<file path="src/hw/rtl/apsc_pkg.sv">
package apsc_pkg;

  localparam int AXIS_W     = 16;
  localparam int SUM_W      = 32;
  localparam int MAG_W      = 16;
  localparam int GAP_W      = 8;
  localparam int SHIFT_W    = 4;
  localparam int THR_W      = 16;
  localparam int TOTAL_W    = 32;
  localparam int CFG_IDX_W  = 2;
  localparam int CFG_DATA_W = 16;

  // Operation codes of an input beat.
  localparam logic OP_SAMPLE = 1'b0;
  localparam logic OP_CLEAR  = 1'b1;

  // Configuration register indexes.
  localparam logic [CFG_IDX_W-1:0] CFG_STEP_THR  = 2'd0;
  localparam logic [CFG_IDX_W-1:0] CFG_REARM_THR = 2'd1;
  localparam logic [CFG_IDX_W-1:0] CFG_MIN_GAP   = 2'd2;
  localparam logic [CFG_IDX_W-1:0] CFG_EMA_SHIFT = 2'd3;

  localparam logic [THR_W-1:0]   STEP_THR_RST  = 16'd614;
  localparam logic [THR_W-1:0]   REARM_THR_RST = 16'd246;
  localparam logic [GAP_W-1:0]   MIN_GAP_RST   = 8'd8;
  localparam logic [SHIFT_W-1:0] EMA_SHIFT_RST = 4'd5;

  typedef struct packed {
    logic [THR_W-1:0]   step_thr;
    logic [THR_W-1:0]   rearm_thr;
    logic [GAP_W-1:0]   min_gap;
    logic [SHIFT_W-1:0] ema_shift;
  } det_cfg_t;

  typedef enum logic [2:0] {
    ST_IDLE,
    ST_SUMSQ,
    ST_SQRT,
    ST_LOAD,
    ST_STEP,
    ST_DECIDE,
    ST_CLEAR
  } state_t;

  typedef enum logic [2:0] {
    DOP_NONE,
    DOP_LOAD,
    DOP_STEP,
    DOP_DECIDE,
    DOP_CLEAR
  } det_op_t;

endpackage

</file>
<file path="src/hw/rtl/apsc_sumsq.sv">
module apsc_sumsq (
  input  logic                                 clk,
  input  logic                                 rst_n,
  input  logic                                 start,
  input  logic signed [apsc_pkg::AXIS_W-1:0]   ax,
  input  logic signed [apsc_pkg::AXIS_W-1:0]   ay,
  input  logic signed [apsc_pkg::AXIS_W-1:0]   az,
  output logic                                 done,
  output logic        [apsc_pkg::SUM_W-1:0]    sum
);

  logic [apsc_pkg::AXIS_W-1:0] axis_r [3];
  logic [apsc_pkg::SUM_W-1:0]  prod_r;
  logic [apsc_pkg::SUM_W-1:0]  acc_r;
  logic [apsc_pkg::SUM_W-1:0]  sq;
  logic [1:0]                  phase_r;
  logic                        busy_r;
  logic                        done_r;

  function automatic logic [apsc_pkg::AXIS_W-1:0] abs16(
    input logic signed [apsc_pkg::AXIS_W-1:0] v
  );
    abs16 = v[apsc_pkg::AXIS_W-1] ? apsc_pkg::AXIS_W'(-v) : apsc_pkg::AXIS_W'(v);
  endfunction

  assign sq   = axis_r[0] * axis_r[0];
  assign done = done_r;
  assign sum  = acc_r;

  always_ff @(posedge clk) begin
    if (!rst_n) begin
      busy_r  <= 1'b0;
      done_r  <= 1'b0;
      phase_r <= '0;
    end else begin
      done_r <= 1'b0;
      if (start) begin
        busy_r  <= 1'b1;
        phase_r <= '0;
      end else if (busy_r) begin
        phase_r <= phase_r + 2'd1;
        if (phase_r == 2'd3) begin
          busy_r <= 1'b0;
          done_r <= 1'b1;
        end
      end
    end
  end

  // One axis enters the squarer per cycle; the accumulator follows prod_r.
  always_ff @(posedge clk) begin
    if (start) begin
      axis_r[0] <= abs16(ax);
      axis_r[1] <= abs16(ay);
      axis_r[2] <= abs16(az);
      acc_r     <= '0;
    end else if (busy_r) begin
      prod_r    <= sq;
      axis_r[0] <= axis_r[1];
      axis_r[1] <= axis_r[2];
      if (phase_r != 2'd0) begin
        acc_r <= acc_r + prod_r;
      end
    end
  end

endmodule

</file>
<file path="src/hw/rtl/apsc_isqrt.sv">
module apsc_isqrt (
  input  logic                          clk,
  input  logic                          rst_n,
  input  logic                          start,
  input  logic [apsc_pkg::SUM_W-1:0]    radicand,
  output logic                          done,
  output logic [apsc_pkg::MAG_W-1:0]    root
);

  localparam int REM_W = apsc_pkg::MAG_W + 2;
  localparam int CNT_W = $clog2(apsc_pkg::MAG_W);

  logic [apsc_pkg::SUM_W-1:0] rad_r;
  logic [REM_W-1:0]           rem_r;
  logic [apsc_pkg::MAG_W-1:0] root_r;
  logic [CNT_W-1:0]           cnt_r;
  logic                       busy_r;
  logic                       done_r;

  logic [REM_W+1:0]           rem_sh;
  logic [REM_W+1:0]           trial;
  logic                       ge;
  logic [REM_W+1:0]           rem_diff;

  // Restoring square root, one result bit (two radicand bits) per cycle.
  assign rem_sh   = {rem_r, rad_r[apsc_pkg::SUM_W-1 -: 2]};
  assign trial    = (REM_W+2)'({root_r, 2'b01});
  assign ge       = (rem_sh >= trial);
  assign rem_diff = rem_sh - trial;

  assign done = done_r;
  assign root = root_r;

  always_ff @(posedge clk) begin
    if (!rst_n) begin
      busy_r <= 1'b0;
      done_r <= 1'b0;
      cnt_r  <= '0;
    end else begin
      done_r <= 1'b0;
      if (start) begin
        busy_r <= 1'b1;
        cnt_r  <= '0;
      end else if (busy_r) begin
        cnt_r <= cnt_r + 1'b1;
        if (cnt_r == CNT_W'(apsc_pkg::MAG_W - 1)) begin
          busy_r <= 1'b0;
          done_r <= 1'b1;
        end
      end
    end
  end

  always_ff @(posedge clk) begin
    if (start) begin
      rad_r  <= radicand;
      rem_r  <= '0;
      root_r <= '0;
    end else if (busy_r) begin
      rad_r  <= {rad_r[apsc_pkg::SUM_W-3:0], 2'b00};
      rem_r  <= ge ? rem_diff[REM_W-1:0] : rem_sh[REM_W-1:0];
      root_r <= {root_r[apsc_pkg::MAG_W-2:0], ge};
    end
  end

endmodule

</file>
<file path="src/hw/rtl/apsc_detect.sv">
module apsc_detect #(
  parameter int COUNT_WIDTH        = 32,
  parameter int BASELINE_FRAC_BITS = 8
) (
  input  logic                            clk,
  input  logic                            rst_n,
  input  apsc_pkg::det_op_t               op,
  input  apsc_pkg::det_cfg_t              cfg,
  input  logic [apsc_pkg::MAG_W-1:0]      mag,
  output logic                            detected_nxt,
  output logic [apsc_pkg::TOTAL_W-1:0]    total_nxt,
  output logic                            armed_nxt
);

  localparam int BW = apsc_pkg::MAG_W + BASELINE_FRAC_BITS;

  logic [BW-1:0]                base_r;
  logic                         base_valid_r;
  logic [BW-1:0]                absd_r;
  logic                         up_r;
  logic [BW-1:0]                resid_r;
  logic                         armed_r;
  logic [apsc_pkg::GAP_W-1:0]   gap_r;
  logic [COUNT_WIDTH-1:0]       count_r;

  logic [BW-1:0]                m_val;
  logic [BW-1:0]                b_cur;
  logic [BW:0]                  d_up;
  logic [BW-1:0]                d_dn;
  logic [BW-1:0]                step;
  logic [BW-1:0]                thr_step;
  logic [BW-1:0]                thr_rearm;
  logic                         exceed;
  logic                         rearm;
  logic [apsc_pkg::GAP_W-1:0]   gap_inc;
  logic [apsc_pkg::GAP_W-1:0]   gap_nxt;
  logic [COUNT_WIDTH-1:0]       count_nxt;

  assign m_val     = {mag, {BASELINE_FRAC_BITS{1'b0}}};
  assign b_cur     = base_valid_r ? base_r : m_val;
  assign d_up      = {1'b0, m_val} - {1'b0, b_cur};
  assign d_dn      = b_cur - m_val;
  assign step      = absd_r >> cfg.ema_shift;
  assign thr_step  = {cfg.step_thr, {BASELINE_FRAC_BITS{1'b0}}};
  assign thr_rearm = {cfg.rearm_thr, {BASELINE_FRAC_BITS{1'b0}}};

  // resid_r holds |sample - baseline| after the update; up_r gives its sign.
  assign exceed = up_r && (resid_r > thr_step);
  assign rearm  = up_r ? (resid_r < thr_rearm) :
                  ((resid_r != '0) || (cfg.rearm_thr != '0));

  assign gap_inc = (gap_r == '1) ? gap_r : gap_r + 1'b1;

  always_comb begin
    armed_nxt    = armed_r;
    gap_nxt      = gap_inc;
    count_nxt    = count_r;
    detected_nxt = 1'b0;
    if (armed_r && exceed) begin
      armed_nxt = 1'b0;
      if (gap_inc >= cfg.min_gap) begin
        detected_nxt = 1'b1;
        gap_nxt      = '0;
        if (count_r != '1) begin
          count_nxt = count_r + 1'b1;
        end
      end
    end else if (!armed_r && rearm) begin
      armed_nxt = 1'b1;
    end
  end

  assign total_nxt = apsc_pkg::TOTAL_W'(count_nxt);

  always_ff @(posedge clk) begin
    if (!rst_n) begin
      base_r       <= '0;
      base_valid_r <= 1'b0;
      armed_r      <= 1'b1;
      gap_r        <= '0;
      count_r      <= '0;
    end else begin
      case (op)
        apsc_pkg::DOP_LOAD: begin
          base_r       <= b_cur;
          base_valid_r <= 1'b1;
          up_r         <= ~d_up[BW];
          absd_r       <= d_up[BW] ? d_dn : d_up[BW-1:0];
        end
        apsc_pkg::DOP_STEP: begin
          base_r  <= up_r ? base_r + step : base_r - step;
          resid_r <= absd_r - step;
        end
        apsc_pkg::DOP_DECIDE: begin
          armed_r <= armed_nxt;
          gap_r   <= gap_nxt;
          count_r <= count_nxt;
        end
        apsc_pkg::DOP_CLEAR: begin
          base_r       <= '0;
          base_valid_r <= 1'b0;
          armed_r      <= 1'b1;
          gap_r        <= '0;
          count_r      <= '0;
        end
        default: begin
        end
      endcase
    end
  end

endmodule

</file>
<file path="src/hw/rtl/accel_peak_step_counter.sv">
// A sample beat passes the shared squarer, the bit-serial square root and the baseline
// and peak logic in turn; a clear beat goes straight to the clear state. One beat is
// in progress at a time, and a new beat is taken only in idle. The next beat is taken
// while a result waits; a new result then waits for the register.
// Reset (synchronous, active low) restores the default thresholds, clears the count,
// the baseline and the gap counter, and arms the detector.
module accel_peak_step_counter #(
  parameter int COUNT_WIDTH        = 32,
  parameter int BASELINE_FRAC_BITS = 8
) (
  input  logic                                  clk,
  input  logic                                  rst_n,
  input  logic                                  in_valid,
  output logic                                  in_ready,
  input  logic                                  in_operation,
  input  logic signed [apsc_pkg::AXIS_W-1:0]    in_accel_x,
  input  logic signed [apsc_pkg::AXIS_W-1:0]    in_accel_y,
  input  logic signed [apsc_pkg::AXIS_W-1:0]    in_accel_z,
  output logic                                  out_valid,
  input  logic                                  out_ready,
  output logic                                  out_step_detected,
  output logic        [apsc_pkg::TOTAL_W-1:0]   out_step_total,
  output logic        [apsc_pkg::MAG_W-1:0]     out_magnitude,
  output logic                                  out_arm_status,
  input  logic                                  cfg_we,
  input  logic        [apsc_pkg::CFG_IDX_W-1:0] cfg_index,
  input  logic        [apsc_pkg::CFG_DATA_W-1:0] cfg_wdata
);

  apsc_pkg::state_t   state_r, state_nxt;
  apsc_pkg::det_op_t  det_op;
  apsc_pkg::det_cfg_t cfg_r;

  logic                          out_valid_r;
  logic                          out_det_r;
  logic [apsc_pkg::TOTAL_W-1:0]  out_total_r;
  logic [apsc_pkg::MAG_W-1:0]    out_mag_r;
  logic                          out_arm_r;

  logic                          out_free;
  logic                          sumsq_start;
  logic                          sum_done;
  logic [apsc_pkg::SUM_W-1:0]    sum;
  logic                          sqrt_done;
  logic [apsc_pkg::MAG_W-1:0]    mag;
  logic                          det_detected;
  logic [apsc_pkg::TOTAL_W-1:0]  det_total;
  logic                          det_armed;

  assign out_free = !out_valid_r || out_ready;

  always_ff @(posedge clk) begin
    if (!rst_n) begin
      cfg_r.step_thr  <= apsc_pkg::STEP_THR_RST;
      cfg_r.rearm_thr <= apsc_pkg::REARM_THR_RST;
      cfg_r.min_gap   <= apsc_pkg::MIN_GAP_RST;
      cfg_r.ema_shift <= apsc_pkg::EMA_SHIFT_RST;
    end else if (cfg_we) begin
      case (cfg_index)
        apsc_pkg::CFG_STEP_THR:  cfg_r.step_thr  <= cfg_wdata;
        apsc_pkg::CFG_REARM_THR: cfg_r.rearm_thr <= cfg_wdata;
        apsc_pkg::CFG_MIN_GAP:   cfg_r.min_gap   <= cfg_wdata[apsc_pkg::GAP_W-1:0];
        apsc_pkg::CFG_EMA_SHIFT: cfg_r.ema_shift <= cfg_wdata[apsc_pkg::SHIFT_W-1:0];
        default: begin
        end
      endcase
    end
  end

  always_comb begin
    state_nxt = state_r;
    case (state_r)
      apsc_pkg::ST_IDLE: begin
        if (in_valid) begin
          state_nxt = (in_operation == apsc_pkg::OP_CLEAR) ? apsc_pkg::ST_CLEAR
                                                           : apsc_pkg::ST_SUMSQ;
        end
      end
      apsc_pkg::ST_SUMSQ:  if (sum_done) state_nxt = apsc_pkg::ST_SQRT;
      apsc_pkg::ST_SQRT:   if (sqrt_done) state_nxt = apsc_pkg::ST_LOAD;
      apsc_pkg::ST_LOAD:   state_nxt = apsc_pkg::ST_STEP;
      apsc_pkg::ST_STEP:   state_nxt = apsc_pkg::ST_DECIDE;
      apsc_pkg::ST_DECIDE: if (out_free) state_nxt = apsc_pkg::ST_IDLE;
      apsc_pkg::ST_CLEAR:  if (out_free) state_nxt = apsc_pkg::ST_IDLE;
      default:             state_nxt = apsc_pkg::ST_IDLE;
    endcase
  end

  always_comb begin
    in_ready    = 1'b0;
    sumsq_start = 1'b0;
    det_op      = apsc_pkg::DOP_NONE;
    case (state_r)
      apsc_pkg::ST_IDLE: begin
        in_ready    = 1'b1;
        sumsq_start = in_valid && (in_operation == apsc_pkg::OP_SAMPLE);
      end
      apsc_pkg::ST_LOAD:   det_op = apsc_pkg::DOP_LOAD;
      apsc_pkg::ST_STEP:   det_op = apsc_pkg::DOP_STEP;
      apsc_pkg::ST_DECIDE: if (out_free) det_op = apsc_pkg::DOP_DECIDE;
      apsc_pkg::ST_CLEAR:  if (out_free) det_op = apsc_pkg::DOP_CLEAR;
      default: begin
      end
    endcase
  end

  always_ff @(posedge clk) begin
    if (!rst_n) begin
      state_r     <= apsc_pkg::ST_IDLE;
      out_valid_r <= 1'b0;
    end else begin
      state_r <= state_nxt;
      if ((det_op == apsc_pkg::DOP_DECIDE) || (det_op == apsc_pkg::DOP_CLEAR)) begin
        out_valid_r <= 1'b1;
      end else if (out_ready) begin
        out_valid_r <= 1'b0;
      end
    end
  end

  always_ff @(posedge clk) begin
    if (det_op == apsc_pkg::DOP_DECIDE) begin
      out_det_r   <= det_detected;
      out_total_r <= det_total;
      out_mag_r   <= mag;
      out_arm_r   <= det_armed;
    end else if (det_op == apsc_pkg::DOP_CLEAR) begin
      out_det_r   <= 1'b0;
      out_total_r <= '0;
      out_mag_r   <= '0;
      out_arm_r   <= 1'b1;
    end
  end

  apsc_sumsq u_sumsq (
    .clk   (clk),
    .rst_n (rst_n),
    .start (sumsq_start),
    .ax    (in_accel_x),
    .ay    (in_accel_y),
    .az    (in_accel_z),
    .done  (sum_done),
    .sum   (sum)
  );

  apsc_isqrt u_isqrt (
    .clk      (clk),
    .rst_n    (rst_n),
    .start    (sum_done),
    .radicand (sum),
    .done     (sqrt_done),
    .root     (mag)
  );

  apsc_detect #(
    .COUNT_WIDTH        (COUNT_WIDTH),
    .BASELINE_FRAC_BITS (BASELINE_FRAC_BITS)
  ) u_detect (
    .clk          (clk),
    .rst_n        (rst_n),
    .op           (det_op),
    .cfg          (cfg_r),
    .mag          (mag),
    .detected_nxt (det_detected),
    .total_nxt    (det_total),
    .armed_nxt    (det_armed)
  );

  assign out_valid         = out_valid_r;
  assign out_step_detected = out_det_r;
  assign out_step_total    = out_total_r;
  assign out_magnitude     = out_mag_r;
  assign out_arm_status    = out_arm_r;

endmodule

</file>
<file path="config.mk">
export PLATFORM = sky130hd
export DESIGN_NAME = accel_peak_step_counter
export DESIGN_NICKNAME = d
export VERILOG_FILES = /design/src/hw/rtl/apsc_pkg.sv /design/src/hw/rtl/apsc_sumsq.sv /design/src/hw/rtl/apsc_isqrt.sv /design/src/hw/rtl/apsc_detect.sv /design/src/hw/rtl/accel_peak_step_counter.sv
export SDC_FILE = /design/constraint.sdc
export NUM_CORES = 2
export LEC_CHECK = 0
export CAP_MARGIN = 20
export CORE_ASPECT_RATIO = 0.6
export CORE_MARGIN = 2
export CORE_UTILIZATION = 35
export DETAILED_ROUTE_END_ITERATION = 10
export DONT_BUFFER_PORTS = 1
export PLACE_DENSITY_LB_ADDON = 0.05
export SLEW_MARGIN = 15
export SYNTH_ARGS = -nofsm -noshare
export SYNTH_HDL_FRONTEND = slang
export SYNTH_HIERARCHICAL = 1
export SYNTH_SLANG_ARGS = --single-unit
</file>
<file path="constraint.sdc">
create_clock -name clk -period 15.7 [get_ports clk]
set_input_delay 0 -clock clk [delete_from_list [all_inputs] [get_ports clk]]
set_output_delay 0 -clock clk [all_outputs]
set_load 0.02 [all_outputs]
</file>
==> run_results.csv <==
group,metric,value,unit
critical_path,worstSetupPathType,"reg -> reg",
floorplanning,core_area,95900,um^2
yosys,synth.area.mux_share,0.0495,
clock_network,clk_pin_slew,0.06,ns
routing,drt_iter0_markers,2270,
yosys,ys_async_sr_fraction,0,
yosys,synth_compound_area_frac,0.163,
timing,timing.hold.ws,0.0648,ns
critical_path,cp-start-kind,"register",
timing,timing.final.ws_setup,8.38,ns
floorplanning,die_h,245,um
clock_network,clk_latency,0.64,ns
floorplanning,die_x,405,um
yosys,yosysMostFrequentCell,"inv_1",
placed_design,gp_congestion,0.962,
global_route,gr-total-overflow,0,
yosys,synth_top_area_cell,"edfxtp_1",
critical_path,path_cells,"nand2_1 -> inv_1 -> fa_1 -> inv_1 -> fa_1 -> inv_1 -> fa_1 -> inv_1 -> fa_1 -> inv_1 -> fa_1 -> inv_1 -> fa_1 -> inv_1 -> ha_1 -> a21oi_1 -> o21ai_1 -> a21oi_2 -> a211oi_1 -> nor4b_1 -> o21bai_1 -> a311oi_1 -> xnor2_1",
critical_path,reg2reg_slack,8.38,ns
routing,wire_per_inst,20.8,um
yosys,syn-num-nets,4199,
run_status,status,"complete, no violations",
yosys,synthSimpleGateAreaFrac,0.160,
final_layout,multiInputGateArea,21600,um^2
critical_path,cpMostUsedCell,"inv_1",
global_route,grt_pass1_vias,26500,
placed_design,hpwl,80.6,mm
yosys,synthAdderAreaFrac,0.203,
critical_path,max_stage_delay,0.78,ns
timing,fin_skew,0.0431,ns
yosys,synthFlopType,"edfxtp_1",
min_path,hp-class,"in -> reg",
yosys,synth_top_family_by_area,"adder cells",
yosys,ys_warn_count,6,
critical_path,worstPathMaxFanout,15,
timing,period_share,0.466,
critical_path,cp.required,16.07,ns
timing,rsz0062_at_grt,"false",
floorplanning,initial_utilization,0.353,
global_route,antenna_found_initial,7,
yosys,syn_area,33800,um^2
critical_path,crit_buf_inv,7,
routing,routed_wirelength,105,mm
placed_design,port_buffers,0,
floorplanning,die_area,99200,um^2
clock_network,cts_htree_levels,2,
timing,hold_viol_final,0,
clock_network,clock_path_buffers,3,
clock_network,cts_tree,"yes",
routing,drt-met1-wl,57.8,mm
global_route,grt_max_degree,93,
routing,dr.max_layer_used,"met5",
yosys,synth-seq-cells,400,
final_layout,n_antenna_cell,0,
job,drv_cap,0,
floorplanning,io_pins,124,
yosys,ys_types,116,
yosys,synth_commonest_cells,"403 x inv_1, 390 x nand2_1, 282 x ha_1",
critical_path,critPathSlowestCell,"nor4b_1",
clock_network,cts_inserted_buffers,46,
global_route,track_usage,0.212,
yosys,yosys.area.top_type_share,0.186,
routing,wl_met3,8.27,mm
final_layout,fin_nets,4246,
critical_path,cp.arrival,7.69,ns
global_route,grt_first_pass_wirelength,163,mm
critical_path,cp-end-kind,"register",
timing,period_needed,7.32,ns
clock_network,cts.sinks,400,
routing,met2WireLength,37.8,mm
final_layout,n_fill_cell,9592,
routing,via_count,27100,
critical_path,path_delay_family,"adder cells",
clock_network,root_buffer,"clkbuf_16",
yosys,synth.area.top_cells,"edfxtp_1 19%, dfxtp_1 11%, ha_1 10%",
yosys,syn_avg_cell_area,9.19,um^2
routing,first_pass_iters,5,
floorplanning,num_rows,88,
yosys,synthXorXnorAreaFrac,0.0609,
timing,worst_pin_slew,1.10,ns
routing,ant_nets,0,
placed_design,dp_slack,8.47,ns
routing,drc,0,
timing,setup_viol,0,
timing,clock.fmax,137,MHz
yosys,yosysSeqAreaShare,0.299,
final_layout,syn_to_final_growth,11.8,%
final_layout,drive_gt1_frac,0.0677,
timing,tns,0,ns
timing,max_slew_margin,0.266,
yosys,syn-instance-count,3679,
yosys,synth-edff-count,210,
routing,viasPerCell,5.34,
timing,slew_violations,0,
final_layout,regArea,10100,um^2
==> sequential cells by signal (all words and copies together), names as in the netlist, 2 cells and up <==
| signal | cells |
|---|---|
| u_detect/base_r | 24 |
| u_isqrt/rem_r | 18 |
| out_magnitude | 16 |
| u_sumsq/axis_r | 48 |
| u_isqrt/rad_r | 32 |
| u_detect/count_r | 32 |
| u_sumsq/phase_r | 2 |
| u_detect/absd_r | 24 |
| u_detect/gap_r | 8 |
| out_step_total | 32 |
| cfg_r | 44 |
| u_sumsq/prod_r | 31 |
| u_detect/resid_r | 24 |
| u_isqrt/root | 16 |
| u_sumsq/sum | 32 |
| u_isqrt/cnt_r | 4 |
| state_r | 3 |
==> metal layers <==
layer  vias up  global-route usage
li1      12900                   -
met1     13200               0.352
met2       803               0.267
met3        94              0.0510
met4         8              0.0329
met5         -             0.00975
==> timing repair <==
item	CTS	global route
hold endpoints to repair	175	0
resized for setup	0	0
setup endpoints to repair	0	0
hold buffers	122	0
setup buffers	0	0
==> through the flow <==
| stage | instances | area [um^2] | util |
|---|---|---|---|
| final | 5069 | 37800 | 0.394 |
| after global routing | 5069 | 37800 | 0.394 |
| after CTS | 5067 | 37800 | 0.394 |
| after detailed placement | 4859 | 35000 | 0.365 |
| after global placement | 4859 | 35000 | 0.365 |
| after floorplan | 3679 | 33800 | - |
==> placed cells by master (no fill, tap or decap), drive strengths merged, types with 23 or more instances in the layout <==
cell type / synthesis / layout
nor2b: 49 / 49
xnor2: 157 / 157
nand2: 391 / 391
nor4: 33 / 33
mux2: 48 / 48
a21boi: 32 / 32
a21o: 78 / 78
edfxtp: 210 / 210
dlygate4sd3: 0 / 121
clkbuf: 115 / 63
ha: 282 / 282
and2: 118 / 118
a211oi: 26 / 26
and3: 36 / 36
a21oi: 213 / 213
dfxtp: 190 / 190
nor3: 39 / 39
o31ai: 34 / 34
buf: 35 / 28
fa: 166 / 166
o21ai: 174 / 174
o21bai: 25 / 25
o21a: 27 / 27
inv: 405 / 411
nand3: 92 / 92
nor2: 185 / 185
a31oi: 44 / 44
nand4: 23 / 23
xor2: 78 / 78
nand2b: 36 / 36
mux2i: 66 / 66
==> final cells by class <==
cell class              count  area share
repair buffers            149      0.0388
clock buffers              63      0.0327
multi-input cells        2724       0.571
inverters                 405      0.0402
well taps                1305      0.0432
flip-flops and latches    400       0.268
clock inverters            23     0.00646
==> kinds of logic (layout without fill, tap and decap cells) <==
family,after synthesis,in the layout
XOR/XNOR,235,235
flip-flops,400,400
AO/OA/AOI/OAI,814,814
buffers and inverters,555,640
adder cells (fa/ha/maj),449,449
multiplexers,135,135
AND/OR/NAND/NOR,1091,1091
==> final timing paths <==
path | startpoint | to | depth (start not counted)
min | in_operation | u_sumsq/prod_r[23] | 2
min reg2reg | cfg_r[39] | cfg_r[39] | 2
max | u_sumsq/axis_r[0][8] | u_sumsq/prod_r[30] | 23
max reg2reg | u_sumsq/axis_r[0][8] | u_sumsq/prod_r[30] | 23
Power is not shown: default switching activity piles up to over one toggle a cycle in this logic, so the estimate is an artifact.
